==> src/design/lqm_pkg.sv <==
package lqm_pkg;

	localparam int unsigned SeqW      = 16;
	localparam int unsigned RawW      = 16;
	localparam int unsigned TimeW     = 32;
	localparam int unsigned RssiW     = 8;
	localparam int unsigned SumW      = 40;
	localparam int unsigned CountW    = 32;
	localparam int unsigned CfgIdxW   = 3;
	localparam int unsigned CfgDataW  = 32;
	localparam int unsigned InDataW   = 64;
	localparam int unsigned OutDataW  = 112;
	localparam int unsigned DivSteps  = SumW;
	localparam int unsigned DivCntW   = $clog2(DivSteps + 1);

	localparam logic signed [RssiW-1:0] RssiMin = -8'sd128;
	localparam logic signed [RssiW-1:0] RssiMax = 8'sd127;

	localparam logic [SeqW-1:0]  FwdLimitRst  = 16'd1000;
	localparam logic [SeqW-1:0]  BwdFloorRst  = 16'd60000;
	localparam logic [TimeW-1:0] BwdWindowRst = 32'd10000;
	localparam logic [SeqW-1:0]  DupThreshRst = 16'd3;

	typedef enum logic [CfgIdxW-1:0] {
		REG_RX_ENABLE  = 3'd0,
		REG_FWD_LIMIT  = 3'd1,
		REG_BWD_FLOOR  = 3'd2,
		REG_BWD_WINDOW = 3'd3,
		REG_DUP_THRESH = 3'd4
	} cfg_reg_t;

	typedef enum logic [1:0] {
		ST_IDLE,
		ST_START,
		ST_WAIT
	} state_t;

	typedef enum logic {
		OP_PACKET = 1'b0,
		OP_REPORT = 1'b1
	} opcode_t;

	typedef struct packed {
		logic              receive_enabled;
		logic [SeqW-1:0]   forward_gap_limit;
		logic [SeqW-1:0]   backward_floor;
		logic [TimeW-1:0]  backward_window_ms;
		logic [SeqW-1:0]   duplicate_threshold;
	} cfg_t;

	typedef struct packed {
		opcode_t                 opcode;
		logic [SeqW-1:0]         sequence_number;
		logic signed [RawW-1:0]  signal_strength;
		logic [TimeW-1:0]        time_ms;
	} item_t;

	typedef struct packed {
		logic [CountW-1:0]        received_total;
		logic [SeqW-1:0]          missed_total;
		logic [SeqW-1:0]          window_gaps;
		logic signed [RssiW-1:0]  strength_min;
		logic signed [RssiW-1:0]  strength_max;
		logic                     window_seen;
		logic [SeqW-1:0]          backward_count;
		logic                     duplicate_sender;
		logic                     duplicate_alert;
	} snap_t;

endpackage

==> src/design/link_quality_monitor.sv <==
// Link quality monitor: receive-side statistics for a packet radio.
// Input stream (s_*): one transaction per item. s_tuser is the opcode
// (0 = received packet, 1 = report then clear window); s_tdata carries the
// sequence number, raw RSSI and millisecond timestamp.
// Output stream (m_*): exactly one result transaction per input transaction,
// in order, with the counters, RSSI min/max/average and duplicate-sender
// status.
// Configuration (cfg_*): register index and data, always ready; write only
// while no transaction is in flight.
// Timing: the statistics update on the accepting edge; the RSSI average then
// comes from a 40-step radix-2 divider, one quotient bit a cycle. The result
// is loaded into the output register once the divider is done; a new item
// is taken only after that. s_tready is low while an item is in work.
// Stall: the result waits in the output register while m_tready is low;
// the next item is accepted and worked on meanwhile and holds in the final
// state until the register frees up.
// Reset: all statistics clear, the registers take their defaults (receive
// disabled) and m_tvalid drops.
module link_quality_monitor (
	input  logic                                 clk,
	input  logic                                 arst_n,
	input  logic                                 s_tvalid,
	output logic                                 s_tready,
	input  logic [lqm_pkg::InDataW-1:0]          s_tdata,  // sequence_number, signal_strength, time_ms
	input  logic                                 s_tuser,  // opcode
	output logic                                 m_tvalid,
	input  logic                                 m_tready,
	// received_total, missed_total, window_gaps, strength_min, strength_max,
	// strength_avg, window_seen, backward_count, duplicate_sender,
	// duplicate_alert, zero pad
	output logic [lqm_pkg::OutDataW-1:0]         m_tdata,
	input  logic                                 cfg_valid,
	output logic                                 cfg_ready,
	input  logic [lqm_pkg::CfgIdxW-1:0]          cfg_index,
	input  logic [lqm_pkg::CfgDataW-1:0]         cfg_data
);
	import lqm_pkg::*;

	localparam int unsigned PayloadW = $bits(snap_t) + RssiW;

	state_t                  state_q;
	state_t                  state_d;
	cfg_t                    cfg_q;
	item_t                   item;
	snap_t                   snap;
	logic signed [SumW-1:0]  sum;
	logic [CountW-1:0]       count;
	logic                    s_accept;
	logic                    div_start;
	logic                    div_done;
	logic signed [RssiW-1:0] avg;
	logic                    load_out;
	logic                    m_valid_q;
	logic [OutDataW-1:0]     m_data_q;
	logic [PayloadW-1:0]     payload;

	assign s_accept  = s_tvalid && s_tready;
	assign cfg_ready = 1'b1;

	assign item = '{
		opcode:          opcode_t'(s_tuser),
		sequence_number: s_tdata[15:0],
		signal_strength: s_tdata[31:16],
		time_ms:         s_tdata[63:32]
	};

	always_ff @(posedge clk or negedge arst_n) begin
		if (!arst_n) begin
			cfg_q.receive_enabled     <= 1'b0;
			cfg_q.forward_gap_limit   <= FwdLimitRst;
			cfg_q.backward_floor      <= BwdFloorRst;
			cfg_q.backward_window_ms  <= BwdWindowRst;
			cfg_q.duplicate_threshold <= DupThreshRst;
		end else if (cfg_valid && cfg_ready) begin
			unique case (cfg_index)
				REG_RX_ENABLE:  cfg_q.receive_enabled     <= cfg_data[0];
				REG_FWD_LIMIT:  cfg_q.forward_gap_limit   <= cfg_data[SeqW-1:0];
				REG_BWD_FLOOR:  cfg_q.backward_floor      <= cfg_data[SeqW-1:0];
				REG_BWD_WINDOW: cfg_q.backward_window_ms  <= cfg_data[TimeW-1:0];
				REG_DUP_THRESH: cfg_q.duplicate_threshold <= cfg_data[SeqW-1:0];
				default: ;
			endcase
		end
	end

	lqm_stats u_stats (
		.clk            (clk),
		.arst_n         (arst_n),
		.apply          (s_accept),
		.item           (item),
		.cfg            (cfg_q),
		.snap           (snap),
		.strength_sum   (sum),
		.strength_count (count)
	);

	lqm_divider u_div (
		.clk      (clk),
		.arst_n   (arst_n),
		.start    (div_start),
		.dividend (sum),
		.divisor  (count),
		.done     (div_done),
		.quotient (avg)
	);

	always_ff @(posedge clk or negedge arst_n) begin
		if (!arst_n)
			state_q <= ST_IDLE;
		else
			state_q <= state_d;
	end

	always_comb begin
		state_d   = state_q;
		s_tready  = 1'b0;
		div_start = 1'b0;
		load_out  = 1'b0;
		unique case (state_q)
			ST_IDLE: begin
				s_tready = 1'b1;
				if (s_tvalid)
					state_d = ST_START;
			end
			ST_START: begin
				div_start = 1'b1;
				state_d   = ST_WAIT;
			end
			ST_WAIT: begin
				if (div_done && (!m_valid_q || m_tready)) begin
					load_out = 1'b1;
					state_d  = ST_IDLE;
				end
			end
			default: state_d = ST_IDLE;
		endcase
	end

	assign payload = {
		snap.duplicate_alert,
		snap.duplicate_sender,
		snap.backward_count,
		snap.window_seen,
		avg,
		snap.strength_max,
		snap.strength_min,
		snap.window_gaps,
		snap.missed_total,
		snap.received_total
	};

	always_ff @(posedge clk or negedge arst_n) begin
		if (!arst_n) begin
			m_valid_q <= 1'b0;
		end else if (load_out) begin
			m_valid_q <= 1'b1;
		end else if (m_tready) begin
			m_valid_q <= 1'b0;
		end
	end

	always_ff @(posedge clk) begin
		if (load_out)
			m_data_q <= OutDataW'(payload);
	end

	assign m_tvalid = m_valid_q;
	assign m_tdata  = m_data_q;

endmodule

==> src/design/lqm_divider.sv <==
module lqm_divider (
	input  logic                              clk,
	input  logic                              arst_n,
	input  logic                              start,
	input  logic signed [lqm_pkg::SumW-1:0]   dividend,
	input  logic [lqm_pkg::CountW-1:0]        divisor,
	output logic                              done,
	output logic signed [lqm_pkg::RssiW-1:0]  quotient
);
	import lqm_pkg::*;

	logic [CountW-1:0]   rem_q;
	logic [SumW-1:0]     quo_q;
	logic [CountW-1:0]   div_q;
	logic [DivCntW-1:0]  cnt_q;
	logic                busy_q;
	logic                done_q;
	logic                neg_q;
	logic                zero_q;
	logic [CountW:0]     trial;
	logic [SumW-1:0]     mag;
	logic [RssiW-1:0]    quo_lo;

	assign mag   = dividend[SumW-1] ? (~dividend + 1'b1) : dividend;
	assign trial = {rem_q, quo_q[SumW-1]} - {1'b0, div_q};

	always_ff @(posedge clk or negedge arst_n) begin
		if (!arst_n) begin
			busy_q <= 1'b0;
			done_q <= 1'b0;
			cnt_q  <= '0;
			rem_q  <= '0;
			quo_q  <= '0;
			div_q  <= '0;
			neg_q  <= 1'b0;
			zero_q <= 1'b1;
		end else if (start) begin
			busy_q <= 1'b1;
			done_q <= 1'b0;
			cnt_q  <= DivCntW'(DivSteps);
			rem_q  <= '0;
			quo_q  <= mag;
			div_q  <= divisor;
			neg_q  <= dividend[SumW-1];
			zero_q <= (divisor == '0);
		end else if (busy_q) begin
			if (!trial[CountW]) begin
				rem_q <= trial[CountW-1:0];
				quo_q <= {quo_q[SumW-2:0], 1'b1};
			end else begin
				rem_q <= {rem_q[CountW-2:0], quo_q[SumW-1]};
				quo_q <= {quo_q[SumW-2:0], 1'b0};
			end
			cnt_q <= cnt_q - 1'b1;
			if (cnt_q == DivCntW'(1)) begin
				busy_q <= 1'b0;
				done_q <= 1'b1;
			end
		end
	end

	assign quo_lo   = quo_q[RssiW-1:0];
	assign done     = done_q;
	assign quotient = zero_q ? '0 : (neg_q ? $signed(~quo_lo + 1'b1) : $signed(quo_lo));

endmodule

==> src/design/lqm_stats.sv <==
module lqm_stats (
	input  logic                             clk,
	input  logic                             arst_n,
	input  logic                             apply,
	input  lqm_pkg::item_t                   item,
	input  lqm_pkg::cfg_t                    cfg,
	output lqm_pkg::snap_t                   snap,
	output logic signed [lqm_pkg::SumW-1:0]  strength_sum,
	output logic [lqm_pkg::CountW-1:0]       strength_count
);
	import lqm_pkg::*;

	logic [SeqW-1:0]           last_seq_q;
	logic                      have_last_q;
	logic [SeqW-1:0]           gaps_q;
	logic [SeqW-1:0]           missed_q;
	logic [SeqW-1:0]           bwd_run_q;
	logic [TimeW-1:0]          bwd_time_q;
	logic                      dup_flag_q;
	logic [CountW-1:0]         pkt_cnt_q;
	logic signed [RssiW-1:0]   win_min_q;
	logic signed [RssiW-1:0]   win_max_q;
	logic                      win_valid_q;
	logic signed [SumW-1:0]    sum_q;
	logic [CountW-1:0]         cnt_q;
	snap_t                     snap_q;

	logic signed [RssiW-1:0]   rssi;
	logic [SeqW-1:0]           diff;
	logic                      is_fwd;
	logic                      is_bwd;
	logic [SeqW-1:0]           run_base;
	logic [SeqW-1:0]           gaps_d;
	logic [SeqW-1:0]           missed_d;
	logic [SeqW-1:0]           bwd_run_d;
	logic [TimeW-1:0]          bwd_time_d;
	logic                      dup_flag_d;
	logic                      alert_d;
	logic signed [RssiW-1:0]   win_min_d;
	logic signed [RssiW-1:0]   win_max_d;
	logic signed [SumW-1:0]    sum_d;
	logic [CountW-1:0]         cnt_d;
	logic                      is_packet;
	snap_t                     snap_d;

	always_comb begin
		if (item.signal_strength < RawW'(signed'(RssiMin)))
			rssi = RssiMin;
		else if (item.signal_strength > RawW'(signed'(RssiMax)))
			rssi = RssiMax;
		else
			rssi = item.signal_strength[RssiW-1:0];

		is_packet = cfg.receive_enabled && (item.opcode == OP_PACKET);

		diff   = item.sequence_number - last_seq_q;
		is_fwd = have_last_q && (diff > SeqW'(1)) && (diff < cfg.forward_gap_limit);
		is_bwd = have_last_q && !is_fwd && ((diff == '0) || (diff > cfg.backward_floor));

		gaps_d   = is_fwd ? (gaps_q + diff - 1'b1) : gaps_q;
		missed_d = is_fwd ? (missed_q + diff - 1'b1) : missed_q;

		run_base = ((bwd_run_q != '0) && ((item.time_ms - bwd_time_q) > cfg.backward_window_ms))
			? '0 : bwd_run_q;
		bwd_run_d  = bwd_run_q;
		bwd_time_d = bwd_time_q;
		if (is_bwd) begin
			bwd_time_d = item.time_ms;
			bwd_run_d  = (run_base != '1) ? (run_base + 1'b1) : run_base;
		end

		alert_d    = !dup_flag_q && (bwd_run_d >= cfg.duplicate_threshold);
		dup_flag_d = dup_flag_q || alert_d;

		if (!win_valid_q) begin
			win_min_d = rssi;
			win_max_d = rssi;
		end else begin
			win_min_d = (rssi < win_min_q) ? rssi : win_min_q;
			win_max_d = (rssi > win_max_q) ? rssi : win_max_q;
		end

		if (cnt_q != '1) begin
			sum_d = sum_q + SumW'(rssi);
			cnt_d = cnt_q + 1'b1;
		end else begin
			sum_d = sum_q;
			cnt_d = cnt_q;
		end

		if (is_packet) begin
			snap_d.received_total   = pkt_cnt_q + 1'b1;
			snap_d.missed_total     = missed_d;
			snap_d.window_gaps      = gaps_d;
			snap_d.strength_min     = win_min_d;
			snap_d.strength_max     = win_max_d;
			snap_d.window_seen      = 1'b1;
			snap_d.backward_count   = bwd_run_d;
			snap_d.duplicate_sender = dup_flag_d;
			snap_d.duplicate_alert  = alert_d;
		end else begin
			snap_d.received_total   = pkt_cnt_q;
			snap_d.missed_total     = missed_q;
			snap_d.window_gaps      = gaps_q;
			snap_d.strength_min     = win_valid_q ? win_min_q : '0;
			snap_d.strength_max     = win_valid_q ? win_max_q : '0;
			snap_d.window_seen      = win_valid_q;
			snap_d.backward_count   = bwd_run_q;
			snap_d.duplicate_sender = dup_flag_q;
			snap_d.duplicate_alert  = 1'b0;
		end
	end

	always_ff @(posedge clk or negedge arst_n) begin
		if (!arst_n) begin
			last_seq_q  <= '0;
			have_last_q <= 1'b0;
			gaps_q      <= '0;
			missed_q    <= '0;
			bwd_run_q   <= '0;
			bwd_time_q  <= '0;
			dup_flag_q  <= 1'b0;
			pkt_cnt_q   <= '0;
			win_min_q   <= '0;
			win_max_q   <= '0;
			win_valid_q <= 1'b0;
			sum_q       <= '0;
			cnt_q       <= '0;
			snap_q      <= '0;
		end else if (apply) begin
			snap_q <= snap_d;
			if (is_packet) begin
				last_seq_q  <= item.sequence_number;
				have_last_q <= 1'b1;
				gaps_q      <= gaps_d;
				missed_q    <= missed_d;
				bwd_run_q   <= bwd_run_d;
				bwd_time_q  <= bwd_time_d;
				dup_flag_q  <= dup_flag_d;
				pkt_cnt_q   <= pkt_cnt_q + 1'b1;
				win_min_q   <= win_min_d;
				win_max_q   <= win_max_d;
				win_valid_q <= 1'b1;
				sum_q       <= sum_d;
				cnt_q       <= cnt_d;
			end else if (cfg.receive_enabled) begin
				// report: window extremes and gap count restart
				win_valid_q <= 1'b0;
				gaps_q      <= '0;
			end
		end
	end

	assign snap           = snap_q;
	assign strength_sum   = sum_q;
	assign strength_count = cnt_q;

endmodule

==> config.mk <==
export PLATFORM = sky130hd
export DESIGN_NAME = link_quality_monitor
export DESIGN_NICKNAME = d
export VERILOG_FILES = /design/src/design/lqm_pkg.sv /design/src/design/link_quality_monitor.sv /design/src/design/lqm_divider.sv /design/src/design/lqm_stats.sv
export SDC_FILE = /design/constraint.sdc
export NUM_CORES = 1
export LEC_CHECK = 0
export BUFFER_PORTS_ARGS = -buffer_cell sky130_fd_sc_hd__buf_2
export CORE_MARGIN = 3
export CORE_UTILIZATION = 28
export DETAILED_ROUTE_END_ITERATION = 8
export PLACE_DENSITY = 0.4
export SYNTH_ARGS = -nofsm -noshare
export SYNTH_HDL_FRONTEND = slang
export SYNTH_SLANG_ARGS = --single-unit
==> constraint.sdc <==
create_clock -name clk -period 8.8 [get_ports clk]
set_clock_uncertainty 0.15 [all_clocks]
set_input_delay 0 -clock clk [delete_from_list [all_inputs] [get_ports clk]]
set_output_delay 0 -clock clk [all_outputs]
set_load 0.02 [all_outputs]
==> results.py <==
metrics = {
    "synthesis": {
        "synth.distinct_cells": 86,
        "yosysWarnings": 0,
        "yosys-top-cells-area": "dfrtp_1 34%, ha_1 9.5%, edfxtp_1 8.8%",
        "synthTopCellsByCount": "495 x dfrtp_1, 491 x nand2_1, 375 x o21ai_0",
        "netlist.area_leader.share_pct": 34.0,
        "post-synth-top-count-cell": "dfrtp_1",
        "yosysTopAreaCell": "dfrtp_1",
        "syn_area_um2": 36400,
        "synth_edf_count": 107,
        "seq_area_frac_synth_pct": 44.4,
        "syn_inst": 3859,
        "ys_seq_elements": 623,
        "asyncSetResetFlopFracSynth_pct": 82.8,
        "synth_top_flop_cell": "dfrtp_1",
        "syn_area_per_cell_um2": 9.43,
    },
    "critical_path": {
        "critPathSlowestCell": "o31ai_1",
        "cp_data_required_time_ps": 9160,
        "max_stage_delay_ps": 440,
        "critPathKind": "reg2reg",
        "end_kind": "flop",
        "path_buf_inv": 2,
        "cp_max_fo": 10,
        "critPathMostFrequentCell": "a21o_1",
        "cpLargestDelayFamily": "compound AO/OA/AOI/OAI gates",
        "arrival_ps": 8490,
        "startpoint_type": "flop",
    },
    "cells_and_area": {
        "fin_cells": 6032,
        "nets": 4621,
        "stdcell_area_um2": 44100,
        "n_fill_cell": 13279,
        "synthToLayoutAreaGrowth_pct": 21.1,
        "layout-drive-gt1-share_pct": 11.9,
    },
    "sta": {
        "min_period_ps": 8130,
        "max_slew_margin_pct": 29.6,
        "fin_hold_ws_ps": 63.9,
        "tns_ps": 0,
        "setup_violations": 0,
        "rsz0062_at_grt": "false",
        "worstMarginPinSlew_ps": 1050,
        "slew_violations": 0,
        "hold_violations": 0,
        "fmax_ghz": 0.123,
        "fin_crit_sh_pct": 92.4,
    },
    "die": {
        "core-area_um2": 128000,
        "num_io_pins": 220,
        "die_y_um": 367,
        "die_area_um2": 134000,
        "floorplan.initialDensity_pct": 28.4,
        "fp-row-count": 131,
        "die_w_um": 367,
    },
    "global_route": {
        "grt_pass1_vias": 29203,
        "use_met3_pct": 2.62,
        "antenna_found_initial": 7,
        "grt_max_degree": 126,
        "grt_busiest_layer": "met2",
        "grt_overflow": 0,
        "use_met2_pct": 25.9,
        "track_usage_pct": 15.9,
        "grt_pass1_wl_mm": 171,
        "grt_use_met1_pct": 21.8,
    },
    "routing": {
        "vias_per_cell": 4.76,
        "wl_per_cell_um": 17.7,
        "firstDrtPassIters": 5,
        "drt_iter0_drc": 1393,
        "route.detailed.drc": 0,
        "dr_total_vias": 28708,
        "drt-total-wl_mm": 107,
        "drtAntennaViolNets": 0,
    },
    "placement": {
        "dp.cells": 5688,
        "dpl_cell_area_um2": 39500,
        "place_congestion": 0.797,
        "hpwl_mm": 74.8,
        "port_buffers": 213,
    },
    "clocking": {
        "cts-root-buf": "clkbuf_16",
        "path_clk_slew_ps": 60,
        "numClockSinks": 623,
        "cts_tree": "yes",
        "ctsHtreeMaxLevel": 3,
        "clock_latency_ps": 680,
        "cts_made_buffers": 82,
        "clock_path_buffers": 3,
    },
    "power": {
        "p_int_mw": 5.29,
        "leakage_nw": 20.6,
        "p_comb_share_pct": 10.3,
        "seq_power_share_pct": 42.7,
        "pwr_density_cell_nw_per_um2": 162,
        "net-switching-power_mw": 1.84,
        "swShare_pct": 25.8,
        "clkPwrFrac_pct": 46.9,
        "ir_worst_vdd_v": 0.000126,
    },
    "worst_hold_path": {
        "hold_class": "in2reg",
    },
    "run_status": {
        "status": "finished clean",
    },
    "flow_run": {
        "drv_cap": 0,
    },
}
-- power groups by stage --
stage | Sequential, mW | Combinational [mW] | Clock (mW)
detailed placement | 3.10 | 0.678 | 0
CTS | 3.05 | 0.753 | 3.49
floorplan | 3.09 | 0.430 | 0
global route | 3.06 | 0.848 | 3.60
finish | 3.05 | 0.738 | 3.35
global placement | 3.10 | 0.678 | 0
-- metal layers --
metal | routed length [µm] | vias up
met5 | 0 | -
met4 | 2320 | 0
met3 | 3790 | 124
met2 | 49500 | 383
met1 | 51300 | 13875
li1 | - | 14326
-- placed cells by master, fill, tap and decap left out, types with 34 or more instances in the layout --
cell type	count
a21o_1	96
a21oi_1	178
a31oi_1	60
and3_1	34
buf_2	212
buf_4	41
clkbuf_16	83
dfrtp_1	494
dlygate4sd3_1	185
edfxtp_1	107
ha_1	277
inv_1	333
mux2_2	41
mux2i_1	75
nand2_1	490
nand3_1	77
nand4_1	46
nor2_1	187
nor3_1	68
o21ai_0	375
xnor2_1	171
xor2_1	89
-- worst paths after layout --
kind	start	end	slack, ps	cells past startpoint
max	u_stats.bwd_time_q[1]	u_stats.snap[0]	670	38
min	cfg_data[8]	cfg_q[72]	60	4
max reg2reg	u_stats.bwd_time_q[1]	u_stats.snap[0]	670	38
min reg2reg	u_stats.snap[91]	m_tdata[24]	300	0
max in group asynchronous	arst_n	u_stats.last_seq_q[9]	6760	5
min in group asynchronous	arst_n	u_div.zero_q	360	3
-- what timing repair did --
| item | CTS | global route |
|---|---|---|
| hold endpoints to repair | 363 | 0 |
| hold buffers | 186 | 0 |
| buffers inserted | 0 | 4 |
| resized for setup | 0 | 9 |
| setup endpoints to repair | 0 | 3 |
-- through the flow --
step	util, %	setup slack, ps	power (mW)
after global routing	34.3	80.7	7.50
after detailed placement	30.7	113	3.78
final	34.3	671	7.13
after floorplan	-	896	3.52
after CTS	34.3	37.7	7.29
after global placement	30.7	148	3.78
-- registers in the layout, indices dropped and copies added, names as in the netlist, 2 cells and up --
name,cells
u_div.rem_q,32
cfg_q,81
u_stats.snap,99
u_stats.pkt_cnt_q,32
u_stats.strength_count,32
u_stats.bwd_time_q,32
u_stats.win_min_q,8
u_stats.missed_q,16
u_stats.last_seq_q,16
u_stats.gaps_q,16
u_stats.win_max_q,8
u_stats.strength_sum,40
u_div.cnt_q,6
u_div.quo_q,40
u_div.div_q,32
state_q,2
u_stats.bwd_run_q,16
m_tdata,107
-- kinds of logic after synthesis --
logic type	after synthesis	share of synthesized area, %
muxes	116	3.33
xor gates and xnor gates	262	6.31
adders and majority gates	283	9.85
buffers and inverters	491	5.17
AOI/OAI and AO/OA	987	17.0
other	2	0.0206
DFF	623	44.4
and+or+nand+nor	1095	13.9
-- final cells by class --
| type | count | area, µm² | share of cell area (%) |
|---|---|---|---|
| antenna | 3 | 7.51 | 0.0170 |
| clock buffer | 103 | 2200 | 5.00 |
| clock inverter | 48 | 442 | 1.00 |
| inverter | 335 | 1260 | 2.85 |
| multi-input combinational | 2749 | 18500 | 42.1 |
| sequential | 623 | 16200 | 36.7 |
| tap | 1729 | 2160 | 4.91 |
| timing repair buffer | 442 | 3300 | 7.50 |
-- worst min-delay path: stages --
cell           delay, ps
dlygate4sd3_1        520
buf_2                190
nand2_1               80
o21ai_0               70
No activity file was read; power rests on OpenSTA's default activity.
